<file path="src/sv/lr_expression_parser_assert.svh">
`ifndef LR_EXPRESSION_PARSER_ASSERT_SVH
`define LR_EXPRESSION_PARSER_ASSERT_SVH

`ifndef NO_ASSERTIONS

// condition that must hold at every clock edge outside reset
`define LRP_ASSERT(lbl, clk, rst, cond, msg) \
  lbl: assert property (@(posedge clk) disable iff (rst) (cond)) else $error(msg);

// implication checked at every clock edge outside reset
`define LRP_ASSERT_IMP(lbl, clk, rst, ante, cons, msg) \
  lbl: assert property (@(posedge clk) disable iff (rst) (ante) |-> (cons)) else $error(msg);

// implication whose consequent is checked in the cycle after the antecedent
`define LRP_ASSERT_NEXT(lbl, clk, rst, ante, cons, msg) \
  lbl: assert property (@(posedge clk) disable iff (rst) (ante) |=> (cons)) else $error(msg);

`else

`define LRP_ASSERT(lbl, clk, rst, cond, msg)
`define LRP_ASSERT_IMP(lbl, clk, rst, ante, cons, msg)
`define LRP_ASSERT_NEXT(lbl, clk, rst, ante, cons, msg)

`endif

`endif

</file>
<file path="src/sv/lrp_pkg.sv">
`default_nettype none

package lrp_pkg;

  localparam int NSTATES     = 30;
  localparam int NTOKENS     = 8;
  localparam int MAX_REDUCE  = 3;
  localparam int QUEUE_DEPTH = 2;

  // input token codes
  typedef enum logic [2:0] {
    TK_NUM    = 3'd0,
    TK_PLUS   = 3'd1,
    TK_MINUS  = 3'd2,
    TK_TIMES  = 3'd3,
    TK_DIVIDE = 3'd4,
    TK_LPAREN = 3'd5,
    TK_RPAREN = 3'd6,
    TK_END    = 3'd7
  } tok_kind_t;

  // result codes
  typedef enum logic [2:0] {
    RES_SHIFT    = 3'd0,
    RES_REDUCE   = 3'd1,
    RES_ACCEPT   = 3'd2,
    RES_ERROR    = 3'd3,
    RES_OVERFLOW = 3'd4
  } res_kind_t;

  // nonterminals, used as goto table column
  typedef enum logic [1:0] {
    NT_E = 2'd0,
    NT_T = 2'd1,
    NT_F = 2'd2
  } nterm_t;

  // action table entry
  typedef enum logic [1:0] {
    OP_ERROR  = 2'd0,
    OP_SHIFT  = 2'd1,
    OP_REDUCE = 2'd2,
    OP_ACCEPT = 2'd3
  } act_op_t;

  typedef struct packed {
    act_op_t    op;
    logic [4:0] code;
  } act_t;

  // classified token as it sits in the request queue
  typedef struct packed {
    tok_kind_t kind;
    logic      is_num;
  } tok_t;

  // execution sequencer states
  typedef enum logic {
    EX_LOOKUP = 1'b0,
    EX_GOTO   = 1'b1
  } ex_state_t;

  function automatic act_t sh(input logic [4:0] n);
    act_t a;
    a.op   = OP_SHIFT;
    a.code = n;
    return a;
  endfunction

  function automatic act_t rd(input logic [4:0] n);
    act_t a;
    a.op   = OP_REDUCE;
    a.code = n;
    return a;
  endfunction

  localparam act_t NA = '{op: OP_ERROR, code: 5'd0};
  localparam act_t AC = '{op: OP_ACCEPT, code: 5'd0};

  // columns: NUM + - * / ( ) end
  localparam act_t ACT_ROM [NSTATES][NTOKENS] = '{
    '{sh(5'd4),  NA,       NA,       NA,        NA,        sh(5'd5),  NA,        NA},
    '{NA,        sh(5'd6), sh(5'd7), NA,        NA,        NA,        NA,        AC},
    '{NA,        rd(5'd2), rd(5'd2), sh(5'd8),  sh(5'd9),  NA,        NA,        rd(5'd2)},
    '{NA,        rd(5'd5), rd(5'd5), rd(5'd5),  rd(5'd5),  NA,        NA,        rd(5'd5)},
    '{NA,        rd(5'd6), rd(5'd6), rd(5'd6),  rd(5'd6),  NA,        NA,        rd(5'd6)},
    '{sh(5'd18), NA,       NA,       NA,        NA,        sh(5'd19), NA,        NA},
    '{sh(5'd4),  NA,       NA,       NA,        NA,        sh(5'd5),  NA,        NA},
    '{sh(5'd4),  NA,       NA,       NA,        NA,        sh(5'd5),  NA,        NA},
    '{sh(5'd4),  NA,       NA,       NA,        NA,        sh(5'd5),  NA,        NA},
    '{sh(5'd4),  NA,       NA,       NA,        NA,        sh(5'd5),  NA,        NA},
    '{NA,        sh(5'd16), sh(5'd17), NA,      NA,        NA,        sh(5'd15), NA},
    '{NA,        rd(5'd0), rd(5'd0), sh(5'd8),  sh(5'd9),  NA,        NA,        rd(5'd0)},
    '{NA,        rd(5'd1), rd(5'd1), sh(5'd8),  sh(5'd9),  NA,        NA,        rd(5'd1)},
    '{NA,        rd(5'd3), rd(5'd3), rd(5'd3),  rd(5'd3),  NA,        NA,        rd(5'd3)},
    '{NA,        rd(5'd4), rd(5'd4), rd(5'd4),  rd(5'd4),  NA,        NA,        rd(5'd4)},
    '{NA,        rd(5'd7), rd(5'd7), rd(5'd7),  rd(5'd7),  NA,        NA,        rd(5'd7)},
    '{sh(5'd18), NA,       NA,       NA,        NA,        sh(5'd19), NA,        NA},
    '{sh(5'd18), NA,       NA,       NA,        NA,        sh(5'd19), NA,        NA},
    '{NA,        rd(5'd6), rd(5'd6), rd(5'd6),  rd(5'd6),  NA,        rd(5'd6),  NA},
    '{sh(5'd18), NA,       NA,       NA,        NA,        sh(5'd19), NA,        NA},
    '{NA,        rd(5'd5), rd(5'd5), rd(5'd5),  rd(5'd5),  NA,        rd(5'd5),  NA},
    '{NA,        rd(5'd2), rd(5'd2), sh(5'd25), sh(5'd26), NA,        rd(5'd2),  NA},
    '{NA,        sh(5'd16), sh(5'd17), NA,      NA,        NA,        sh(5'd29), NA},
    '{NA,        rd(5'd0), rd(5'd0), sh(5'd25), sh(5'd26), NA,        rd(5'd0),  NA},
    '{NA,        rd(5'd1), rd(5'd1), sh(5'd25), sh(5'd26), NA,        rd(5'd1),  NA},
    '{sh(5'd18), NA,       NA,       NA,        NA,        sh(5'd19), NA,        NA},
    '{sh(5'd18), NA,       NA,       NA,        NA,        sh(5'd19), NA,        NA},
    '{NA,        rd(5'd3), rd(5'd3), rd(5'd3),  rd(5'd3),  NA,        rd(5'd3),  NA},
    '{NA,        rd(5'd4), rd(5'd4), rd(5'd4),  rd(5'd4),  NA,        rd(5'd4),  NA},
    '{NA,        rd(5'd7), rd(5'd7), rd(5'd7),  rd(5'd7),  NA,        rd(5'd7),  NA}
  };

  // goto targets for E, T, F; zero means no entry
  localparam logic [4:0] GOTO_ROM [NSTATES][3] = '{
    '{5'd1, 5'd2, 5'd3},   '{5'd0, 5'd0, 5'd0},   '{5'd0, 5'd0, 5'd0},
    '{5'd0, 5'd0, 5'd0},   '{5'd0, 5'd0, 5'd0},   '{5'd10, 5'd21, 5'd20},
    '{5'd0, 5'd11, 5'd3},  '{5'd0, 5'd12, 5'd3},  '{5'd0, 5'd0, 5'd13},
    '{5'd0, 5'd0, 5'd14},  '{5'd0, 5'd0, 5'd0},   '{5'd0, 5'd0, 5'd0},
    '{5'd0, 5'd0, 5'd0},   '{5'd0, 5'd0, 5'd0},   '{5'd0, 5'd0, 5'd0},
    '{5'd0, 5'd0, 5'd0},   '{5'd0, 5'd23, 5'd20}, '{5'd0, 5'd24, 5'd20},
    '{5'd0, 5'd0, 5'd0},   '{5'd22, 5'd21, 5'd20}, '{5'd0, 5'd0, 5'd0},
    '{5'd0, 5'd0, 5'd0},   '{5'd0, 5'd0, 5'd0},   '{5'd0, 5'd0, 5'd0},
    '{5'd0, 5'd0, 5'd0},   '{5'd0, 5'd0, 5'd27},  '{5'd0, 5'd0, 5'd28},
    '{5'd0, 5'd0, 5'd0},   '{5'd0, 5'd0, 5'd0},   '{5'd0, 5'd0, 5'd0}
  };

  // action for a state and token; out-of-range states act as state 0
  function automatic act_t act_lookup(input logic [4:0] st, input tok_kind_t tk);
    logic [4:0] s;
    s = (st >= 5'(NSTATES)) ? 5'd0 : st;
    return ACT_ROM[s][tk];
  endfunction

  // goto target for the state under the handle
  function automatic logic [4:0] goto_lookup(input logic [4:0] st, input nterm_t nt);
    logic [4:0] g;
    g = 5'd0;
    if (st < 5'(NSTATES) && nt != 2'd3) begin
      g = GOTO_ROM[st][nt];
    end
    return g;
  endfunction

  // left-hand side of a production
  function automatic nterm_t prod_lhs(input logic [2:0] p);
    nterm_t nt;
    case (p)
      3'd0, 3'd1, 3'd2: nt = NT_E;
      3'd3, 3'd4, 3'd5: nt = NT_T;
      default:          nt = NT_F;
    endcase
    return nt;
  endfunction

  // right-hand side length of a production
  function automatic logic [1:0] prod_len(input logic [2:0] p);
    logic [1:0] n;
    case (p)
      3'd2, 3'd5, 3'd6: n = 2'd1;
      default:          n = 2'd3;
    endcase
    return n;
  endfunction

endpackage

`default_nettype wire

</file>
<file path="src/sv/lrp_front.sv">
`default_nettype none

module lrp_front import lrp_pkg::*; #(
  parameter int VALUE_WIDTH = 32
) (
  input  wire logic                          clk,
  input  wire logic                          rst,
  input  wire logic                          in_valid,
  output      logic                          in_ready,
  input  wire logic [2:0]                    token_kind,
  input  wire logic signed [VALUE_WIDTH-1:0] num_value,
  output      logic                          q_valid,
  output      tok_t                          q_tok,
  output      logic signed [VALUE_WIDTH-1:0] q_value,
  input  wire logic                          q_pop
);

  localparam int QIW = $clog2(QUEUE_DEPTH);
  localparam int QCW = $clog2(QUEUE_DEPTH + 1);

  tok_t                          tok_mem [QUEUE_DEPTH];
  logic signed [VALUE_WIDTH-1:0] val_mem [QUEUE_DEPTH];
  logic [QIW-1:0]                wptr;
  logic [QIW-1:0]                rptr;
  logic [QCW-1:0]                count;
  tok_t                          in_tok;
  logic                          push;
  logic                          pop;

  // classify the incoming request
  always_comb begin
    in_tok.kind   = tok_kind_t'(token_kind);
    in_tok.is_num = (tok_kind_t'(token_kind) == TK_NUM);
  end

  assign in_ready = (count != QCW'(QUEUE_DEPTH));
  assign push     = in_valid && in_ready;
  assign pop      = q_pop && q_valid;

  // queue storage, the value is zeroed for anything but a number
  always_ff @(posedge clk) begin
    if (push) begin
      tok_mem[wptr] <= in_tok;
      val_mem[wptr] <= in_tok.is_num ? num_value : '0;
    end
  end

  // queue pointers
  always_ff @(posedge clk) begin
    if (rst) begin
      wptr  <= '0;
      rptr  <= '0;
      count <= '0;
    end else begin
      if (push) begin
        wptr <= (wptr == QIW'(QUEUE_DEPTH - 1)) ? '0 : wptr + QIW'(1);
      end
      if (pop) begin
        rptr <= (rptr == QIW'(QUEUE_DEPTH - 1)) ? '0 : rptr + QIW'(1);
      end
      if (push && !pop) begin
        count <= count + QCW'(1);
      end else if (pop && !push) begin
        count <= count - QCW'(1);
      end
    end
  end

  assign q_valid = (count != '0);
  assign q_tok   = tok_mem[rptr];
  assign q_value = val_mem[rptr];

endmodule

`default_nettype wire

</file>
<file path="src/sv/lrp_exec.sv">
`default_nettype none
`include "lr_expression_parser_assert.svh"

module lrp_exec import lrp_pkg::*; #(
  parameter int STACK_DEPTH = 64,
  parameter int VALUE_WIDTH = 32
) (
  input  wire logic                          clk,
  input  wire logic                          rst,
  input  wire logic                          q_valid,
  input  wire tok_t                          q_tok,
  input  wire logic signed [VALUE_WIDTH-1:0] q_value,
  output      logic                          q_pop,
  output      logic                          out_valid,
  input  wire logic                          out_ready,
  output      logic [2:0]                    kind,
  output      logic [2:0]                    production,
  output      logic [4:0]                    new_state,
  output      logic signed [VALUE_WIDTH-1:0] shifted_value,
  output      logic                          last
);

  localparam int SPW = $clog2(STACK_DEPTH + 1);
  localparam int IW  = $clog2(STACK_DEPTH);

  // stack memory, entry 0 is never written and reads as state 0
  logic [4:0]     stack_mem [STACK_DEPTH];
  logic [4:0]     rdata;

  ex_state_t      state;
  ex_state_t      state_next;
  logic [SPW-1:0] sp;
  logic [SPW-1:0] sp_next;
  logic [4:0]     top;
  logic [4:0]     top_next;
  logic [1:0]     red_cnt;
  logic [1:0]     red_cnt_next;
  logic [2:0]     prod;
  logic [2:0]     prod_next;
  logic [IW-1:0]  wr_base;
  logic [IW-1:0]  wr_base_next;
  logic           rd_zero;
  logic           rd_zero_next;

  act_t           act;
  logic [1:0]     len;
  logic [SPW-1:0] under_sp;
  logic           red_ok;
  logic           can_emit;
  logic [4:0]     under;
  logic [4:0]     goto_st;

  logic           rd_en;
  logic [IW-1:0]  rd_addr;
  logic           wr_en;
  logic [IW-1:0]  wr_addr;
  logic [4:0]     wr_data;

  logic                          emit;
  res_kind_t                     emit_kind;
  logic [2:0]                    emit_prod;
  logic [4:0]                    emit_state;
  logic signed [VALUE_WIDTH-1:0] emit_val;
  logic                          emit_last;

  // table lookup on the top of stack and the queued token
  assign act      = act_lookup(top, q_tok.kind);
  assign len      = prod_len(act.code[2:0]);
  assign under_sp = sp - SPW'(len);
  assign red_ok   = (act.op == OP_REDUCE) && (red_cnt != 2'(MAX_REDUCE))
                    && (sp > SPW'(len));
  assign can_emit = !out_valid || out_ready;
  assign under    = rd_zero ? 5'd0 : rdata;
  assign goto_st  = goto_lookup(under, prod_lhs(prod));

  // next state
  always_comb begin
    state_next = state;
    case (state)
      EX_LOOKUP: begin
        if (q_valid && red_ok) begin
          state_next = EX_GOTO;
        end
      end
      EX_GOTO: begin
        if (can_emit) begin
          state_next = EX_LOOKUP;
        end
      end
      default: state_next = EX_LOOKUP;
    endcase
  end

  // sequencer outputs and stack updates
  always_comb begin
    sp_next      = sp;
    top_next     = top;
    red_cnt_next = red_cnt;
    prod_next    = prod;
    wr_base_next = wr_base;
    rd_zero_next = rd_zero;
    rd_en        = 1'b0;
    rd_addr      = '0;
    wr_en        = 1'b0;
    wr_addr      = '0;
    wr_data      = '0;
    q_pop        = 1'b0;
    emit         = 1'b0;
    emit_kind    = RES_ERROR;
    emit_prod    = 3'd0;
    emit_state   = 5'd0;
    emit_val     = '0;
    emit_last    = 1'b1;
    case (state)
      EX_LOOKUP: begin
        if (q_valid) begin
          if (red_ok) begin
            // read the state under the handle
            rd_en        = 1'b1;
            rd_addr      = IW'(under_sp - SPW'(1));
            rd_zero_next = (under_sp == SPW'(1));
            wr_base_next = IW'(under_sp);
            prod_next    = act.code[2:0];
          end else if (can_emit) begin
            emit  = 1'b1;
            q_pop = 1'b1;
            red_cnt_next = 2'd0;
            if (act.op == OP_SHIFT && sp < SPW'(STACK_DEPTH)) begin
              emit_kind  = RES_SHIFT;
              emit_state = act.code;
              emit_val   = q_value;
              wr_en      = 1'b1;
              wr_addr    = IW'(sp);
              wr_data    = act.code;
              sp_next    = sp + SPW'(1);
              top_next   = act.code;
            end else begin
              if (act.op == OP_SHIFT) begin
                emit_kind = RES_OVERFLOW;
              end else if (act.op == OP_ACCEPT) begin
                emit_kind = RES_ACCEPT;
              end else begin
                emit_kind = RES_ERROR;
              end
              sp_next  = SPW'(1);
              top_next = 5'd0;
            end
          end
        end
      end
      EX_GOTO: begin
        if (can_emit) begin
          emit = 1'b1;
          if (goto_st == 5'd0) begin
            // missing goto entry closes the token as an error
            q_pop        = 1'b1;
            red_cnt_next = 2'd0;
            sp_next      = SPW'(1);
            top_next     = 5'd0;
          end else begin
            emit_kind    = RES_REDUCE;
            emit_prod    = prod;
            emit_state   = goto_st;
            emit_last    = 1'b0;
            wr_en        = 1'b1;
            wr_addr      = wr_base;
            wr_data      = goto_st;
            sp_next      = SPW'(wr_base) + SPW'(1);
            top_next     = goto_st;
            red_cnt_next = red_cnt + 2'd1;
          end
        end
      end
      default: ;
    endcase
  end

  // stack memory ports
  always_ff @(posedge clk) begin
    if (wr_en) begin
      stack_mem[wr_addr] <= wr_data;
    end
    if (rd_en) begin
      rdata <= stack_mem[rd_addr];
    end
  end

  // control registers
  always_ff @(posedge clk) begin
    if (rst) begin
      state   <= EX_LOOKUP;
      sp      <= SPW'(1);
      top     <= 5'd0;
      red_cnt <= 2'd0;
    end else begin
      state   <= state_next;
      sp      <= sp_next;
      top     <= top_next;
      red_cnt <= red_cnt_next;
    end
  end

  // handle bookkeeping between lookup and goto
  always_ff @(posedge clk) begin
    prod    <= prod_next;
    wr_base <= wr_base_next;
    rd_zero <= rd_zero_next;
  end

  // output register
  always_ff @(posedge clk) begin
    if (rst) begin
      out_valid <= 1'b0;
    end else if (emit) begin
      out_valid <= 1'b1;
    end else if (out_ready) begin
      out_valid <= 1'b0;
    end
  end

  always_ff @(posedge clk) begin
    if (emit) begin
      kind          <= emit_kind;
      production    <= emit_prod;
      new_state     <= emit_state;
      shifted_value <= emit_val;
      last          <= emit_last;
    end
  end

  `LRP_ASSERT(a_sp_range, clk, rst, (sp != '0) && (sp <= SPW'(STACK_DEPTH)), "stack pointer out of range")
  `LRP_ASSERT(a_top_valid, clk, rst, top < 5'(NSTATES), "top of stack is not a parser state")
  `LRP_ASSERT_IMP(a_goto_cnt, clk, rst, state == EX_GOTO, red_cnt != 2'(MAX_REDUCE), "reduction chain too long")
  `LRP_ASSERT_IMP(a_reduce_src, clk, rst, emit && !emit_last, state == EX_GOTO && !q_pop, "reduce outside goto step")
  `LRP_ASSERT_NEXT(a_clear, clk, rst, emit && emit_last && emit_kind != RES_SHIFT, sp == SPW'(1) && top == 5'd0, "stack not cleared after close")

endmodule

`default_nettype wire

</file>
<file path="src/sv/lr_expression_parser.sv">
// LR(1) shift-reduce parser for E->E+T|E-T|T, T->T*F|T/F|F, F->NUM|(E), one token per
// request on the input channel. Each token yields zero to three reduce results
// (production and goto state) followed by one closing result marked last: shift
// (carrying the NUM value), accept, syntax error or stack overflow; after any
// closing result but a shift the stack holds state 0 alone. Tokens enter a
// two-entry queue, so input is taken while the parser works and while a result
// waits in the output register. Each reduction takes a lookup step on the action
// table and the registered read of the stack memory, then a goto step on the goto
// table and the push; the closing result takes one more lookup step. The goto and
// closing steps wait while the output register holds a result not yet taken. The
// stack lives in a STACK_DEPTH-entry memory and needs no clearing pass after reset.
`default_nettype none

module lr_expression_parser import lrp_pkg::*; #(
  parameter int STACK_DEPTH = 64,
  parameter int VALUE_WIDTH = 32
) (
  input  wire logic                          clk,
  input  wire logic                          rst,
  input  wire logic                          in_valid,
  output      logic                          in_ready,
  input  wire logic [2:0]                    token_kind,
  input  wire logic signed [VALUE_WIDTH-1:0] num_value,
  output      logic                          out_valid,
  input  wire logic                          out_ready,
  output      logic [2:0]                    kind,
  output      logic [2:0]                    production,
  output      logic [4:0]                    new_state,
  output      logic signed [VALUE_WIDTH-1:0] shifted_value,
  output      logic                          last
);

  logic                          q_valid;
  tok_t                          q_tok;
  logic signed [VALUE_WIDTH-1:0] q_value;
  logic                          q_pop;

  // token intake and queue
  lrp_front #(
    .VALUE_WIDTH (VALUE_WIDTH)
  ) u_front (
    .clk        (clk),
    .rst        (rst),
    .in_valid   (in_valid),
    .in_ready   (in_ready),
    .token_kind (token_kind),
    .num_value  (num_value),
    .q_valid    (q_valid),
    .q_tok      (q_tok),
    .q_value    (q_value),
    .q_pop      (q_pop)
  );

  // parse engine with stack and output register
  lrp_exec #(
    .STACK_DEPTH (STACK_DEPTH),
    .VALUE_WIDTH (VALUE_WIDTH)
  ) u_exec (
    .clk           (clk),
    .rst           (rst),
    .q_valid       (q_valid),
    .q_tok         (q_tok),
    .q_value       (q_value),
    .q_pop         (q_pop),
    .out_valid     (out_valid),
    .out_ready     (out_ready),
    .kind          (kind),
    .production    (production),
    .new_state     (new_state),
    .shifted_value (shifted_value),
    .last          (last)
  );

endmodule

`default_nettype wire
</file>
<file path="config.mk">
export PLATFORM = sky130hd
export DESIGN_NAME = lr_expression_parser
export DESIGN_NICKNAME = d
export VERILOG_FILES = /design/src/sv/lrp_pkg.sv /design/src/sv/lrp_front.sv /design/src/sv/lrp_exec.sv /design/src/sv/lr_expression_parser.sv
export VERILOG_INCLUDE_DIRS = /design/src /design/src/sv
export SDC_FILE = /design/constraint.sdc
export NUM_CORES = 1
export LEC_CHECK = 0
export CORE_ASPECT_RATIO = 0.8
export CORE_MARGIN = 3
export CORE_UTILIZATION = 65
export CTS_CLUSTER_SIZE = 20
export DETAILED_ROUTE_END_ITERATION = 6
export DONT_BUFFER_PORTS = 1
export PLACE_DENSITY = 0.79
export SYNTH_ARGS = -nofsm -noshare
export SYNTH_HDL_FRONTEND = slang
export SYNTH_HIERARCHICAL = 1
export SYNTH_SLANG_ARGS = --single-unit
</file>
<file path="constraint.sdc">
create_clock -name clk -period 13.95 [get_ports clk]
set_clock_uncertainty 0.15 [all_clocks]
set_input_delay 4.185 -clock clk [delete_from_list [all_inputs] [get_ports clk]]
set_output_delay 4.185 -clock clk [all_outputs]
set_load 0.05 [all_outputs]
</file>
After elaboration in Yosys (flattened, before gate mapping)

Memory sizes are Yosys's and may differ from the RTL's. A register that Yosys moved wholly into a read port is not among the register bits.
Index checks and enable logic that the tools add are counted.
W data, S select, Z words.

Memories kept: 5
Bits in read-only memories: 2,272
Flip-flop bits (word level): 42
Bits in writable memories: 392
Input bits: 39

Memories:

| name             | words | bits a word | read ports | clocked after memory_dff | write ports | line            | source |
|---|---|---|---|---|---|---|---|
| (no name shown)  | 32    | 56          | 1          | 0                        | 0           | lrp_pkg.sv:132  | `return ACT_ROM[s][tk];` |
| (no name shown)  | 32    | 15          | 1          | 0                        | 0           | lrp_pkg.sv:140  | `g = GOTO_ROM[st][nt];` |
| u_exec.stack_mem | 64    | 5           | 1          | 1                        | 1           | lrp_exec.sv:27  | `logic [4:0] stack_mem [STACK_DEPTH];` |
| u_front.val_mem  | 2     | 32          | 1          | 1                        | 1           | lrp_front.sv:22 | `logic signed [VALUE_WIDTH-1:0] val_mem [QUEUE_DEPTH];` |
| u_front.tok_mem  | 2     | 4           | 1          | 1                        | 1           | lrp_front.sv:21 | `tok_t tok_mem [QUEUE_DEPTH];` |

Equality and inequality tests: 19
Reductions and logical operators: 27
Muxes and demuxes: 92
Order comparisons: 8
Bitwise logic cells: 8
$add $sub $neg: 9

Operators by type and width:

| kind                  | count |
|---|---|
| $mux W56              | 2 |
| $mux W5               | 15 |
| $mux W7               | 8 |
| $mux W6               | 9 |
| $mux W32              | 1 |
| $mux W15              | 2 |
| $mux W1               | 27 |
| $bmux W7 S3           | 1 |
| $pmux W5 S2           | 2 |
| $mux W2               | 9 |
| $mux W3               | 6 |
| $pmux W7 S2           | 1 |
| $eq A3 B3 Y1 const B  | 4 |
| $ge A6 B6 Y1 const B  | 2 |
| $not A5 Y6            | 2 |
| $pmux W6 S2           | 1 |
| $reduce_or A3 Y1      | 4 |
| $bmux W5 S2           | 1 |
| $ne A2 B2 Y1 const B  | 5 |
| $eq A3 B2 Y1 const B  | 3 |
| $logic_and A1 B1 Y1   | 9 |
| $pmux W1 S2           | 4 |
| $pmux W2 S2           | 2 |
| $add A6 B1 Y7 const B | 1 |
| 30 further kinds      | 42 |

Logic depth before layout (Yosys ltp)

Gate-level depths: netlist (run 1).

Word-level depth: 21
Depth in mapped cells: 36

Cells and area by module

The synthesis (run 1) kept the hierarchy.

By module, submodules not included:

| module    | area an instance (um^2) | times used | cells each | sequential area each (um^2) |
|---|---|---|---|---|
| lrp_exec  | 18,838.1                | 1          | 1,553      | 11,701.2 |
| lrp_front | 3,042.9                 | 1          | 172        | 2,262.2 |

Worst setup path after synthesis (run 1)

No wires, ideal clock.

Path kind: input to register
From: in out_ready
To: reg u_exec.new_state[4] (data pin)
Stages on the path: 4
Arrival time: 7,396 ps
Data required time: 13,081 ps
Setup slack: 5,684 ps
Cell sequence: nand2b_1 -> nand2_1 -> or2_1 -> o21ai_0

Cells in the longest elaborated chain, start to end: 5
Elaborated cells on any way between the ends: 6
Classes of those cells: mux: 5; reduce/logical: 1

Ends and longest elaborated chain:

| element                  | line                       | source |
|---|---|---|
| from (decl)              | lr_expression_parser.sv:25 | `input wire logic out_ready,` |
| $logic_or A1 B1 Y1 *     | lrp_exec.sv:72             | `assign can_emit = !out_valid \|\| out_ready;` |
| $mux W5                  | lrp_exec.sv:124            | `end else if (can_emit) begin` |
| $mux W5                  | lrp_exec.sv:117            | `if (red_ok) begin` |
| $mux W5                  | lrp_exec.sv:116            | `if (q_valid) begin` |
| $pmux W5 S2 *            | lrp_exec.sv:114            | `case (state)` |
| via u_exec.emit_state[4] | lrp_exec.sv:62             | `logic [4:0] emit_state;` |
| to (signal assigned)     | lrp_exec.sv:225            | `new_state <= emit_state;` |
| to (decl)                | lrp_exec.sv:18             | `output logic [4:0] new_state,` |

The timed path passes the listed nets; every way through them passes the cells marked *.
A chain may end at the register's enable or synchronous reset.

Worst setup path in the final report (run 1)

From: reg u_exec.top[2]
To: reg u_exec.rdata[1] (read register of u_exec.stack_mem) (data pin)

Cells in the longest elaborated chain, start to end: 17
Elaborated cells on any way between the ends: 26
Classes of those cells: add/sub: 2; order compare: 2; eq/ne: 4; mux: 13; bitwise: 1; reduce/logical: 3; memory: 1

Ends and longest elaborated chain:

| element                                             | line            | source |
|---|---|---|
| from (decl)                                         | lrp_exec.sv:34  | `logic [4:0] top;` |
| from (signal assigned)                              | lrp_exec.sv:198 | `top <= top_next;` |
| $ge A5 B5 Y1                                        | lrp_pkg.sv:131  | `s = (st >= 5'(NSTATES)) ? 5'd0 : st;` |
| $mux W5 *                                           | lrp_pkg.sv:131  |  |
| $not A5 Y6 (not written as such) *                  | lrp_pkg.sv:132  |  |
| $mem_v2 Z32 W56 *                                   | --              |  |
| $mux W56 (not written as such) * (2 in series)      | lrp_pkg.sv:132  |  |
| $bmux W7 S3 *                                       | lrp_pkg.sv:132  |  |
| $mux W7 (not written as such) * (2 in series)       | lrp_pkg.sv:132  |  |
| $eq A3 B2 Y1 / $eq A3 B3 Y1 (equally long branches) | lrp_pkg.sv:159  | `case (p)` |
| $reduce_or A3 Y1 *                                  | lrp_pkg.sv:159  |  |
| $mux W2 *                                           | lrp_pkg.sv:159  |  |
| $sub A7 B2 Y7 *                                     | lrp_exec.sv:69  | `assign under_sp = sp - SPW'(len);` |
| via u_exec.under_sp[1]                              | lrp_exec.sv:47  | `logic [SPW-1:0] under_sp;` |
| $sub A6 B1 Y6 *                                     | lrp_exec.sv:120 | `rd_addr = IW'(under_sp - SPW'(1));` |
| $mux W6 *                                           | lrp_exec.sv:117 |  |
| $mux W6 *                                           | lrp_exec.sv:116 |  |
| $mux W6 *                                           | lrp_exec.sv:114 |  |
| to (decl)                                           | lrp_exec.sv:28  | `logic [4:0] rdata;` |

The timed path passes the listed nets; every way through them passes the cells marked *. The select of a mux whose other input is x is not followed.

==> reports/metrics.cfg, run 1 <==
[drt]
first_iter_violations=2206
wl_per_cell_um=25.19
vias=14610
firstDrtPassIters=6
drcViolationCount=0
routed_wirelength_mm=54.16
via_per_inst=6.796
postRouteAntennaNets=0

[finish]
fin_area_mm2=0.02366
n_antenna_cell=0
area_growth_pct=8.473
nets=1747
fin_cells=2150
final_common_cell=edfxtp_1
mostFrequentLayoutCells=edfxtp_1, nor2_1, nand2_1
drive_gt1_frac=0.1155
nFillCells=2146

[floorplanning]
ios=85
dieArea_mm2=0.03580
die_y_um=169.8
core_area_mm2=0.03278
rows=59
start_util=0.6654
die_w_um=210.8

[clocking]
cts_resized=0
postCtsSetupBuffers=0
hold_buffers=0
cts_tree=built
clock_sinks=470
insertion_delay_ns=0.57
cts_buffer_depth=3
cts_made_buffers=45
htree_levels=2
cts_root_buf=clkbuf_16
clk_pin_slew_ns=0.06

[timing]
worst_slew_margin_rel=0.1689
finalHoldViolations=0
slew_viol_final=0
setup_violations=0
finalSetupTns_ns=0
post-route-period-util=0.6044
fin_crit_ns=8.432
timing.fmax_mhz=118.6
rsz0062_at_grt=no
worst_slew_pin_slew_ns=1.242

[placed_design]
hpwl_mm=34.63
placed_cells=2068
gp_congestion=0.9563
dpl_cell_area_mm2=0.02211
place.port_buffers=0

[yosys]
syn_inst=1722
ys_warn_count=6
synth.avg_cell_area_um2=12.67
netlist_area_mm2=0.02181
syn-num-nets=1781

[job]
drv_cap=0

[critical_path]
arrival_ns=8.59
crit_required_ns=14.11
cp_max_fo=42
worstSetupPathType=reg -> reg
start_kind=register
crit_path_end_kind=register

[power_and_ir_drop]
p_total_mw=4.904
ir_worst_vdd_mv=0.2241
powerDensity_mw_per_mm2=207.3
p_leak_nw=7.999

[grt]
grt_pass1_vias=13840
grt-ovfl-total=0
grt_max_degree=72
antenna_found_initial=0
grt_pass1_wl_mm=82.53
grt_usage=0.3008

[hold_path]
holdCritPathClass=reg -> reg

[run_status]
status=complete, no violations

==> layout make-up <==
type,instances,area [µm²],share of cell area
clock buffers,55,1174,0.04961
clock inverters,27,376.6,0.01592
inverters,47,176.4,0.007457
multi-input cells,1097,7287,0.3080
flip-flops and latches,470,13910,0.5878
well taps,427,534.3,0.02258
repair buffers,27,202.7,0.008568
==> critical path, cell delays in order (launching register included) <==
cell and delay (ns):
dfxtp_1 0.30, buf_4 0.24, inv_1 0.43, o21ai_0 0.29, ha_1 0.44, or3_1 0.36, a21o_1 0.20, and3_1 0.17
o21ai_0 0.51, a211oi_1 0.09, nor2_1 0.36, nor3_1 0.10, a21o_1 0.20, fa_1 0.48, buf_4 0.29, nand2b_1 0.54
nand2b_1 0.26, xor2_1 0.98, nor2_1 0.15, o31a_1 0.18, nand2_1 0.60, a21oi_1 0.08, o221ai_1 0.20, nand4_1 0.15
a2111o_1 0.41
==> stage by stage <==
| step | setup slack, ns | util | hold WS, ns |
|---|---|---|---|
| finish | 5.518 | 0.7218 | 0.3636 |
| global route | 5.018 | 0.7218 | 0.4094 |
| global placement | 6.024 | 0.6745 | 0.3330 |
| floorplan | 5.684 | - | 0.3205 |
| CTS | 5.763 | 0.7218 | 0.3690 |
| detailed placement | 5.847 | 0.6745 | 0.3591 |
==> sequential cells by signal, summed over array words and instances (netlist names), named ones only <==
| signal | count |
|---|---|
| u_front/wptr | 1 |
| u_exec/prod | 3 |
| u_front/val_mem | 64 |
| u_front/count | 2 |
| u_exec/red_cnt | 2 |
| u_exec/production | 3 |
| u_exec/shifted_value | 32 |
| u_exec/state | 1 |
| u_exec/kind | 3 |
| u_exec/wr_base | 6 |
| u_exec/top | 5 |
| u_exec/last | 1 |
| u_exec/rd_zero | 1 |
| u_exec/out_valid | 1 |
| u_exec/sp | 7 |
| u_exec/stack_mem | 320 |
| u_exec/new_state | 5 |
| u_exec/rdata | 5 |
| u_front/tok_mem | 6 |
| u_front/rptr | 1 |
==> path summary, 6_finish.rpt <==
path	from	to	slack, ns	depth (start not counted)
worst max register to register	u_exec/top[2]	u_exec/rdata[1]	5.52	24
worst min-delay path	u_front/count[1]	u_front/count[1]	0.36	2
worst max-delay path	u_exec/top[2]	u_exec/rdata[1]	5.52	24
worst min register to register	u_front/count[1]	u_front/count[1]	0.36	2
==> report_power, final <==
| group | internal, mW | switching, mW |
|---|---|---|
| Sequential | 1.75 | 0.311 |
| Clock | 0.768 | 0.516 |
| Combinational | 0.464 | 1.09 |
| Total | 2.98 | 1.92 |
==> metal layers <==
metal,wire length [µm],part of all wire,global-route usage
met1,21690,0.40,0.4338
met2,24190,0.45,0.4435
met3,6943,0.13,0.1025
met4,1330,0.025,0.08527
met5,0,0,0
Note: power is estimated with default switching activity, not from simulation.
==> inputs of run 2 (changes only) <==
- CORE_UTILIZATION: 65 -> 64
- PLACE_DENSITY: 0.79 -> 0.78
- clock period: 13.95 -> 7.94 ns (I/O delays scaled with it)
==> run 2 against run 1 <==
Net effect: via count is 1.9% higher; non-clock buffer count is 10 higher; combinational power is 79% higher; total power is 74% higher; worst setup slack worse by 4.9 ns; clock power is 65% higher; sequential share of layout area hardly changed; sequential power is 76% higher; first-iteration DRC count is 3.2% lower; core utilization is 0.65 points lower; flip-flop and latch count stayed put.
==> reports/metrics.cfg, run 2 (synthesis results as in run 1) <==
[finish]
area_growth_pct=8.467  ; about the same
fin_cells=2161  ; +0.51%
mostFrequentLayoutCells=edfxtp_1, nor2_1, nand2_1
top_register=u_exec/stack_mem
top_regs=u_exec/stack_mem: 320 flops, u_front/val_mem: 64 flops, u_exec/shifted_value: 32 flops
drive_gt1_frac=0.1218  ; +0.006258
final_common_cell=edfxtp_1
nets=1757  ; +0.57%
largest_register_ffs=320  ; unchanged

[floorplanning]
core_area_mm2=0.03307  ; +0.90%
ios=85  ; unchanged
die_w_um=212.4  ; +0.76%
start_util=0.6595  ; -0.005941
dieArea_mm2=0.03634  ; +1.5%
rows=59  ; unchanged
die_y_um=171.1  ; +0.75%

[drt]
drcViolationCount=0  ; unchanged
first_iter_violations=2135  ; -3.2%
via_per_inst=6.893  ; +1.4%
vias=14900  ; +1.9%
postRouteAntennaNets=0  ; unchanged
firstDrtPassIters=6  ; unchanged
routed_wirelength_mm=55.63  ; +2.7%
wl_per_cell_um=25.74  ; +2.2%

[clocking]
cts_tree=built
insertion_delay_ns=0.58  ; about the same
cts_root_buf=clkbuf_16
cts_resized=0  ; unchanged
postCtsSetupBuffers=0  ; unchanged
cts_made_buffers=45  ; unchanged
cts_buffer_depth=3  ; unchanged
hold_buffers=0  ; unchanged
htree_levels=2  ; unchanged
clk_pin_slew_ns=0.07  ; about the same
clock_sinks=470  ; unchanged

[grt]
grt_max_degree=67  ; -6.9%
grt_usage=0.3072  ; +0.006412
antenna_found_initial=3  ; +3
grt_pass1_wl_mm=84.99  ; +3.0%
grt-ovfl-total=0  ; unchanged
grt_pass1_vias=13990  ; +1.1%

[timing]
rsz0062_at_grt=no
fin_crit_ns=7.292  ; -1.140 ns
timing.fmax_mhz=137.1  ; +16%
finalSetupTns_ns=0  ; unchanged
setup_violations=0  ; unchanged
worst_slew_margin_rel=0.1270  ; -0.04185
finalHoldViolations=0  ; unchanged
post-route-period-util=0.9184  ; +0.3140
worst_slew_pin_slew_ns=1.304  ; +0.06125 ns
slew_viol_final=0  ; unchanged

[power_and_ir_drop]
ir_worst_vdd_mv=0.2655  ; +18%
p_clk_frac=0.248  ; -0.014
p_seq_frac=0.425  ; +0.005
powerDensity_mw_per_mm2=360.7  ; +74%
p_leak_nw=8.016  ; +0.20%
p_int_mw=5.127  ; +72%
switching_power_mw=3.405  ; +77%
p_total_mw=8.532  ; +74%
p_comb_frac=0.327  ; +0.009
switching_share=0.3991  ; +0.007308

[critical_path]
cp_max_fo=32  ; -24%
worstSetupPathType=reg -> reg
crit_path_end_kind=register
crit_required_ns=8.10  ; -6.01 ns
start_kind=register
arrival_ns=7.45  ; -1.14 ns

[run_status]
status=complete, no violations

[placed_design]
placed_cells=2078  ; +0.48%
hpwl_mm=35.81  ; +3.4%
place.port_buffers=0  ; unchanged
gp_congestion=0.9549  ; -0.15%

[job]
drv_cap=0  ; unchanged

[hold_path]
holdCritPathClass=reg -> reg

-- run 2: cell count changes in the layout (fill, tap and decap cells not counted), sizes merged --
cell    change
inv         -1
buf        +10
clkbuf      -6
bufinv      -5
diode       +1
clkinv     +12
-- run 2: cell type report --
type	instances	area, µm²
diodes	1	2.502
inverters	47	176.4
flip-flops and latches	470	13910
multi-input cells	1097	7287
repair buffers	37	302.8
fillers	2152	9415
clock inverters	33	305.3
well taps	427	534.3
clock buffers	49	1141
-- run 2: path summary, 6_finish.rpt --
kind	from	to	slack, ns	depth (start not counted)
setup / recovery	u_exec/top[2]	u_exec/rdata[0]	0.65	22
hold reg to reg	u_front/count[1]	u_front/count[1]	0.36	2
setup reg to reg	u_exec/top[2]	u_exec/rdata[0]	0.65	22
hold / removal	u_front/count[1]	u_front/count[1]	0.36	2
-- run 2: metrics by stage --
| stage | util | cell area [µm²] | hold WS, ns | setup WS, ns |
|---|---|---|---|---|
| after global routing | 0.7153 | 23660 | 0.3875 | 0.2030 |
| after floorplan | - | 21810 | 0.3205 | 0.5649 |
| final | 0.7153 | 23660 | 0.3640 | 0.6476 |
| after CTS | 0.7152 | 23650 | 0.3608 | 0.8573 |
| after global placement | 0.6715 | 22210 | 0.3333 | 0.9697 |
| after detailed placement | 0.6715 | 22210 | 0.3485 | 0.8894 |
-- run 2: worst max-delay path, stage by stage, from the launching register on --
cell      delay (ns)
dfxtp_1         0.31
inv_1           0.39
o21ai_0         0.33
ha_1            0.42
or3_1           0.36
a21o_1          0.19
and3_1          0.18
o21ai_0         0.62
a211oi_1        0.09
nor2_1          0.36
nor3_1          0.10
a21o_1          0.23
fa_1            0.51
buf_4           0.29
nand2_1         0.32
nand2_1         0.26
nand2_1         0.13
nor3_4          0.40
buf_12          0.26
nand2_1         0.10
a32oi_1         0.34
nand4_1         0.24
a2111o_1        0.42
-- run 2: power groups by stage --
stage	registers (mW)	logic, mW	clock network (mW)
after CTS	3.63	2.70	2.13
after detailed placement	3.68	2.68	0
after floorplan	3.60	1.93	0
final	3.63	2.79	2.11
after global placement	3.67	2.63	0
after global routing	3.65	2.97	2.23
-- run 2: layer usage --
layer  track usage  vias up  routed length (µm)
met3       0.07351      138                6638
met1        0.4570     7306               22690
met5             0        -                  13
li1              -     6511                   -
met4       0.08731        2                1596
met2        0.4594      938               24690
